`src/hdl/mcbt_pkg.sv`:
```
// Package for the multi-channel blink timer: sizes, opcodes, channel command
// struct and the period clamp function. Depends on nothing.
`default_nettype none

package mcbt_pkg;

  localparam int CHANNELS        = 8;
  localparam int TICK_WIDTH      = 16;
  localparam int REPEAT_WIDTH    = 16;
  localparam int PERIOD_IN_WIDTH = 16;
  localparam int CHAN_WIDTH      = 3;
  localparam int MASK_WIDTH      = 8;

  typedef logic [TICK_WIDTH-1:0] tick_t;

  typedef enum logic {
    OP_TICK  = 1'b0,
    OP_START = 1'b1
  } op_e;

  // Command presented to every channel in the update cycle
  typedef struct packed {
    logic                    load;
    logic                    tick;
    logic [REPEAT_WIDTH-1:0] repeat_count;
    tick_t                   period_one;
    tick_t                   period_two;
  } ch_cmd_t;

  // Truncate to the counter width; zero means one tick
  function automatic tick_t fix_period(logic [PERIOD_IN_WIDTH-1:0] p);
    logic [63:0] wide;
    tick_t       v;
    wide = 64'(p);
    v    = wide[TICK_WIDTH-1:0];
    if (v == '0) begin
      v = tick_t'(1);
    end
    return v;
  endfunction

endpackage

`default_nettype wire

```
`src/hdl/mcbt_channel.sv`:
```
// One blink channel: period counter, phase, toggle count and run flag.
// Depends on mcbt_pkg.
`default_nettype none

module mcbt_channel (
  input  wire logic             clk_i,
  input  wire logic             rst_ni,
  input  wire mcbt_pkg::ch_cmd_t cmd_i,
  output logic                  toggle_o,
  output logic                  active_o
);

  logic                              active_q, active_d;
  logic                              endless_q, endless_d;
  logic                              first_q, first_d;
  mcbt_pkg::tick_t                   ticks_q, ticks_d;
  mcbt_pkg::tick_t                   per1_q, per1_d;
  mcbt_pkg::tick_t                   per2_q, per2_d;
  logic [mcbt_pkg::REPEAT_WIDTH-1:0] togs_q, togs_d;
  logic [mcbt_pkg::REPEAT_WIDTH-1:0] togs_dec;
  logic                              expire;

  assign togs_dec = togs_q - mcbt_pkg::REPEAT_WIDTH'(1);
  assign expire   = cmd_i.tick && active_q &&
                    (ticks_q <= mcbt_pkg::tick_t'(1));

  always_comb begin
    active_d  = active_q;
    endless_d = endless_q;
    first_d   = first_q;
    ticks_d   = ticks_q;
    per1_d    = per1_q;
    per2_d    = per2_q;
    togs_d    = togs_q;
    if (cmd_i.load) begin
      togs_d    = cmd_i.repeat_count;
      endless_d = (cmd_i.repeat_count == '0);
      per1_d    = cmd_i.period_one;
      per2_d    = cmd_i.period_two;
      first_d   = 1'b1;
      active_d  = 1'b1;
      ticks_d   = cmd_i.period_one;
    end else if (expire) begin
      first_d = !first_q;
      ticks_d = first_q ? per2_q : per1_q;
      if (!endless_q) begin
        togs_d = togs_dec;
        if (togs_dec == '0) begin
          active_d = 1'b0;
        end
      end
    end else if (cmd_i.tick && active_q) begin
      ticks_d = ticks_q - mcbt_pkg::tick_t'(1);
    end
  end

  always_ff @(posedge clk_i or negedge rst_ni) begin
    if (!rst_ni) begin
      active_q  <= 1'b0;
      endless_q <= 1'b0;
      first_q   <= 1'b0;
      ticks_q   <= '0;
      per1_q    <= '0;
      per2_q    <= '0;
      togs_q    <= '0;
    end else begin
      active_q  <= active_d;
      endless_q <= endless_d;
      first_q   <= first_d;
      ticks_q   <= ticks_d;
      per1_q    <= per1_d;
      per2_q    <= per2_d;
      togs_q    <= togs_d;
    end
  end

  assign toggle_o = expire;
  assign active_o = active_q;

endmodule

`default_nettype wire

```
`src/hdl/multi_channel_blink_timer.sv`:
```
// Multi-channel blink timer top level: request register, channel bank and
// result register. Depends on mcbt_pkg and mcbt_channel.
//
//   channel  direction  ports                                   handshake
//   request  in         operation/channel/repeat_count/         start_i, busy_o
//                       first_period/second_period
//   result   out        toggle_mask_o, active_mask_o            valid_o strobe
//
// A request is taken at any edge with start_i high; busy_o is held low, so one
// request per cycle is sustained. Its result strobes valid_o from the result
// register, after the request register and the channel update logic.
// Reset is asynchronous, active low, and stops every channel.
// The receiver cannot stall; each result is shown for exactly one cycle.
`default_nettype none

module multi_channel_blink_timer (
  input  wire logic                                 clk_i,
  input  wire logic                                 rst_ni,
  input  wire logic                                 start_i,
  output logic                                      busy_o,
  input  wire logic                                 operation_i,
  input  wire logic [mcbt_pkg::CHAN_WIDTH-1:0]      channel_i,
  input  wire logic [mcbt_pkg::REPEAT_WIDTH-1:0]    repeat_count_i,
  input  wire logic [mcbt_pkg::PERIOD_IN_WIDTH-1:0] first_period_i,
  input  wire logic [mcbt_pkg::PERIOD_IN_WIDTH-1:0] second_period_i,
  output logic                                      valid_o,
  output logic [mcbt_pkg::MASK_WIDTH-1:0]           toggle_mask_o,
  output logic [mcbt_pkg::MASK_WIDTH-1:0]           active_mask_o
);

  // ---- request register ----
  logic                              req_valid_q;
  logic                              req_start_q;
  logic [mcbt_pkg::CHAN_WIDTH-1:0]   req_chan_q;
  logic [mcbt_pkg::REPEAT_WIDTH-1:0] req_repeat_q;
  mcbt_pkg::tick_t                   req_per1_q;
  mcbt_pkg::tick_t                   req_per2_q;

  assign busy_o = 1'b0;

  always_ff @(posedge clk_i or negedge rst_ni) begin
    if (!rst_ni) begin
      req_valid_q <= 1'b0;
    end else begin
      req_valid_q <= start_i;
    end
  end

  // payload: periods are clamped on the way in
  always_ff @(posedge clk_i) begin
    if (start_i) begin
      req_start_q  <= (operation_i == mcbt_pkg::OP_START);
      req_chan_q   <= channel_i;
      req_repeat_q <= repeat_count_i;
      req_per1_q   <= mcbt_pkg::fix_period(first_period_i);
      req_per2_q   <= mcbt_pkg::fix_period(second_period_i);
    end
  end

  // ---- channel bank ----
  logic [mcbt_pkg::CHANNELS-1:0] toggle_vec;
  logic [mcbt_pkg::CHANNELS-1:0] active_vec;

  for (genvar c = 0; c < mcbt_pkg::CHANNELS; c++) begin : g_chan
    mcbt_pkg::ch_cmd_t cmd;

    // A start names one channel; the 3-bit field reaches all eight channels.
    assign cmd.load         = req_valid_q && req_start_q &&
                              (32'(req_chan_q) == c);
    assign cmd.tick         = req_valid_q && !req_start_q;
    assign cmd.repeat_count = req_repeat_q;
    assign cmd.period_one   = req_per1_q;
    assign cmd.period_two   = req_per2_q;

    mcbt_channel u_chan (
      .clk_i    (clk_i),
      .rst_ni   (rst_ni),
      .cmd_i    (cmd),
      .toggle_o (toggle_vec[c]),
      .active_o (active_vec[c])
    );
  end

  // ---- result register ----
  // Channel state updates on the same edge, so active_vec already reflects
  // this request when valid_o is up.
  logic                            res_valid_q;
  logic [mcbt_pkg::MASK_WIDTH-1:0] toggle_d;
  logic [mcbt_pkg::MASK_WIDTH-1:0] toggle_q;
  logic [mcbt_pkg::MASK_WIDTH-1:0] active_mask;

  // every channel has a bit in the masks; bits beyond CHANNELS read zero
  for (genvar b = 0; b < mcbt_pkg::MASK_WIDTH; b++) begin : g_mask
    if (b < mcbt_pkg::CHANNELS) begin : g_on
      assign toggle_d[b]    = toggle_vec[b];
      assign active_mask[b] = active_vec[b];
    end else begin : g_off
      assign toggle_d[b]    = 1'b0;
      assign active_mask[b] = 1'b0;
    end
  end

  always_ff @(posedge clk_i or negedge rst_ni) begin
    if (!rst_ni) begin
      res_valid_q <= 1'b0;
    end else begin
      res_valid_q <= req_valid_q;
    end
  end

  always_ff @(posedge clk_i) begin
    if (req_valid_q) begin
      toggle_q <= toggle_d;
    end
  end

  assign valid_o       = res_valid_q;
  assign toggle_mask_o = toggle_q;
  assign active_mask_o = active_mask;

endmodule

`default_nettype wire

```
`config.mk`:
```
export PLATFORM = sky130hd
export DESIGN_NAME = multi_channel_blink_timer
export DESIGN_NICKNAME = d
export VERILOG_FILES = /design/src/hdl/mcbt_pkg.sv /design/src/hdl/mcbt_channel.sv /design/src/hdl/multi_channel_blink_timer.sv
export SDC_FILE = /design/constraint.sdc
export NUM_CORES = 2
export LEC_CHECK = 0
export BUFFER_PORTS_ARGS = -buffer_cell sky130_fd_sc_hd__buf_4
export CAP_MARGIN = 40
export CORE_MARGIN = 2
export CORE_UTILIZATION = 40
export CTS_CLUSTER_SIZE = 10
export DETAILED_ROUTE_END_ITERATION = 7
export GPL_ROUTABILITY_DRIVEN = 1
export SLEW_MARGIN = 30
export SYNTH_ARGS = -nofsm -noshare
export SYNTH_HDL_FRONTEND = slang
export SYNTH_SLANG_ARGS = --single-unit
```
`constraint.sdc`:
```
create_clock -name clk_i -period 4.1 [get_ports clk_i]
set_input_delay 0.82 -clock clk_i [delete_from_list [all_inputs] [get_ports clk_i]]
set_output_delay 0.82 -clock clk_i [all_outputs]
set_load 0.01 [all_outputs]
```
==> results.cfg <==
[outcome]
outcome = completed

[power_and_ir_drop]
swShare_pct = 36.4
seqPwrFrac_pct = 44.3
max-vdd-ir-drop_mv = 0.276
power_leakage_nw = 15.9
power_density_nw_per_um2 = 647
intPower_mw = 14.7
pwr-share-clk_pct = 27.2
switchingPower_mw = 8.41
combPwrFrac_pct = 28.5

[timing]
fmax_ghz = 0.281
finalSetupViolCount = 0
slew_violations = 0
slew_headroom_pct = 38.2
min_period_ns = 3.56
worst_pin_slew_ns = 0.927
tns_ns = 0
period_share_pct = 86.9
rsz0062_at_grt = no
hold_viol_final = 0
skew_ns = 0.0235

[setup_path]
crit_type = reg -> reg
critPathLaunchType = flip-flop
cp.arrival_ns = 4.05
r2r_cells = 7
worstSetupEndpointType = flip-flop
crit_fanout = 17
required_ns = 4.59

[drt]
wl_um = 97100
ant_nets = 0
vias_per_cell = 5.60
drt_iter0_markers = 2527
wl_per_cell_um = 20.6
drc = 0
first_pass_iters = 5
num_vias = 26400

[place]
dp_cells = 4585
hpwl_um = 62300
globalplace.congestion = 0.850
io_buffers = 71
place_area_um2 = 33400

[synth]
ys_async_sr_fraction_pct = 90.0
synth_seq_cells = 598
synth_seq_area_share_pct = 48.2
synth-edff-count = 60
synthesis.area_um2 = 31600
synth_top_area_share_pct = 42.5
ys_top_cells_by_area = dfrtp_1 (43%), nand2_1 (12%), edfxtp_1 (5.7%)
synth_cell_types = 83
yosysMostFrequentCell = nand2_1
yosys-top-cells-count = nand2_1 (1034), dfrtp_1 (538), o21ai_0 (240), clkbuf_1 (218), nor2_1 (214)
synth_cells = 3646
ys.warnings.count = 0
syn_nets = 3733
yosysTopAreaCell = dfrtp_1
synth.avg_cell_area_um2 = 8.68
ys.flop_type = dfrtp_1

[floorplan]
start_util_pct = 40.3
dieArea_um2 = 81400
die_w_um = 285
core-area_um2 = 78600
rows = 103
fp.dieH_um = 285
io_pins = 73

[finish]
final_core_util_pct = 45.5
finalNonFillerCells = 4709
final_area_um2 = 35800
fin_nets = 3701
area_delta_synth_final_pct = 13.0
drive_gt1_share_pct = 9.57

[grt]
grt_util_met2_pct = 38.8
grt_max_degree = 95
use_met3_pct = 2.97
top_usage_layer = met2
gr-usage-all-layers_pct = 23.6
antenna_found_initial = 1
grt_first_pass_wirelength_um = 151000
grt.met1_usage_pct = 32.6
globalRouteOverflowTotal = 0
grt_pass1_vias = 24900

[clock_tree]
cts-resized-gates = 0
htreeDepth = 3
cts_hold_buffers = 0
cts_buffers = 74
cts_setup_buffers = 0
clock-root-buffer = clkbuf_16
cts_tree = yes
cts_sinks = 598
clkLatencyLatePin_ns = 0.62
clk_pin_slew_ns = 0.06
cts.path.max_buffers = 3

[hold_path]
hold_path.class = in -> async

[flow_run]
drv_cap = 0
==> layer usage <==
metal / part of all wire, % / vias to the layer above
li1: - / 12600
met5: 0.011 / -
met1: 45 / 12900
met4: 2.7 / 2
met2: 47 / 716
met3: 5.2 / 146
==> cell usage in the layout (no fill, tap or decap), types with 11 or more instances in the layout <==
cell type and n:
nand2_1 1034, dfrtp_1 536, o21ai_0 240, nor2_1 213
buf_4 148, a21oi_1 129, a22oi_1 98, mux2i_1 96
xnor2_1 92, nand3_1 82, nor3_1 81, clkbuf_16 77
edfxtp_1 60, nor4_1 59, inv_1 56, xor2_1 53
a211oi_1 40, ha_1 32, or4_1 31, or3_1 30
nor2b_1 26, a221o_1 24, clkbuf_1 24, nand4_1 23
nand3b_1 20, o22ai_1 20, buf_8 20, o211ai_1 19
nor4b_1 17, nand2b_1 16, mux2_2 14, o31ai_1 13
a311oi_1 13, a31oi_1 12, nor3b_1 11
==> sequential cells by signal, indices dropped and copies added, names as in the netlist, 3 cells and up <==
signal                   cells
g_chan.u_chan.ticks_q      128
g_chan.u_chan.active_o       8
req_per2_q                  16
g_chan.u_chan.endless_q      8
req_per1_q                  16
g_chan.u_chan.first_q        8
g_chan.u_chan.togs_q       128
req_repeat_q                16
req_chan_q                   3
toggle_mask_o                8
g_chan.u_chan.per2_q       128
g_chan.u_chan.per1_q       128
==> path summary, 6_finish.rpt <==
kind / from / end / slack (ns)
setup / recovery: req_start_q / g_chan[1].u_chan.togs_q[8] / 0.54
hold / removal: rst_ni / g_chan[6].u_chan.togs_q[3] / 0.28
setup reg to reg: req_start_q / g_chan[1].u_chan.togs_q[8] / 0.54
hold reg to reg: g_chan[2].u_chan.per1_q[15] / g_chan[2].u_chan.per1_q[15] / 0.47
max in group asynchronous: rst_ni / g_chan[0].u_chan.per2_q[13] / 2.83
min in group clk_i: first_period_i[8] / req_per1_q[8] / 0.38
==> stage by stage <==
step | total power [mW] | setup WS [ns] | hold WS [ns]
finish | 23.1 | 0.536 | 0.277
global route | 24.7 | 0.410 | 0.348
CTS | 23.2 | 0.557 | 0.290
detailed placement | 16.8 | 0.565 | 0.457
global placement | 16.6 | 0.704 | 0.451
floorplan | 14.7 | 1.46 | 0.438
==> worst max-delay path, cell delays in order, from the launching register on <==
cell,delay (ns)
edfxtp_1,0.63
nand3b_1,0.55
or3_1,0.53
or3_1,0.62
inv_2,0.33
nand2b_1,0.30
o32ai_1,0.38
nor2_1,0.08
==> cells by family after synthesis <==
logic type	count (synthesis)	synth area share [%]
adders and majority gates	32	1.27
xor gates and xnor gates	145	4.01
and+or+nand+nor	1721	24.4
muxes	110	3.53
buffers and inverters	346	4.48
AOI/OAI and AO/OA	693	14.0
DFF	598	48.2
other	1	0.0119
==> area by class of cell <==
type,count,area [µm²]
antenna,1,2.50
clock buffer,111,2150
clock inverter,9,141
fill,7692,42900
inverter,57,214
multi-input combinational,2702,15100
sequential,598,15300
tap,1050,1310
timing repair buffer,181,1610
==> power groups by stage <==
stage | clock (mW) | combinational (mW) | sequential [mW]
3_5_place_dp | 0 | 6.58 | 10.3
2_1_floorplan | 0 | 5.42 | 9.33
6_report | 6.29 | 6.59 | 10.3
3_3_place_gp | 0 | 6.19 | 10.4
5_1_grt | 6.66 | 7.45 | 10.6
4_1_cts | 6.42 | 6.60 | 10.2
Power figures use the tool's default switching activity.
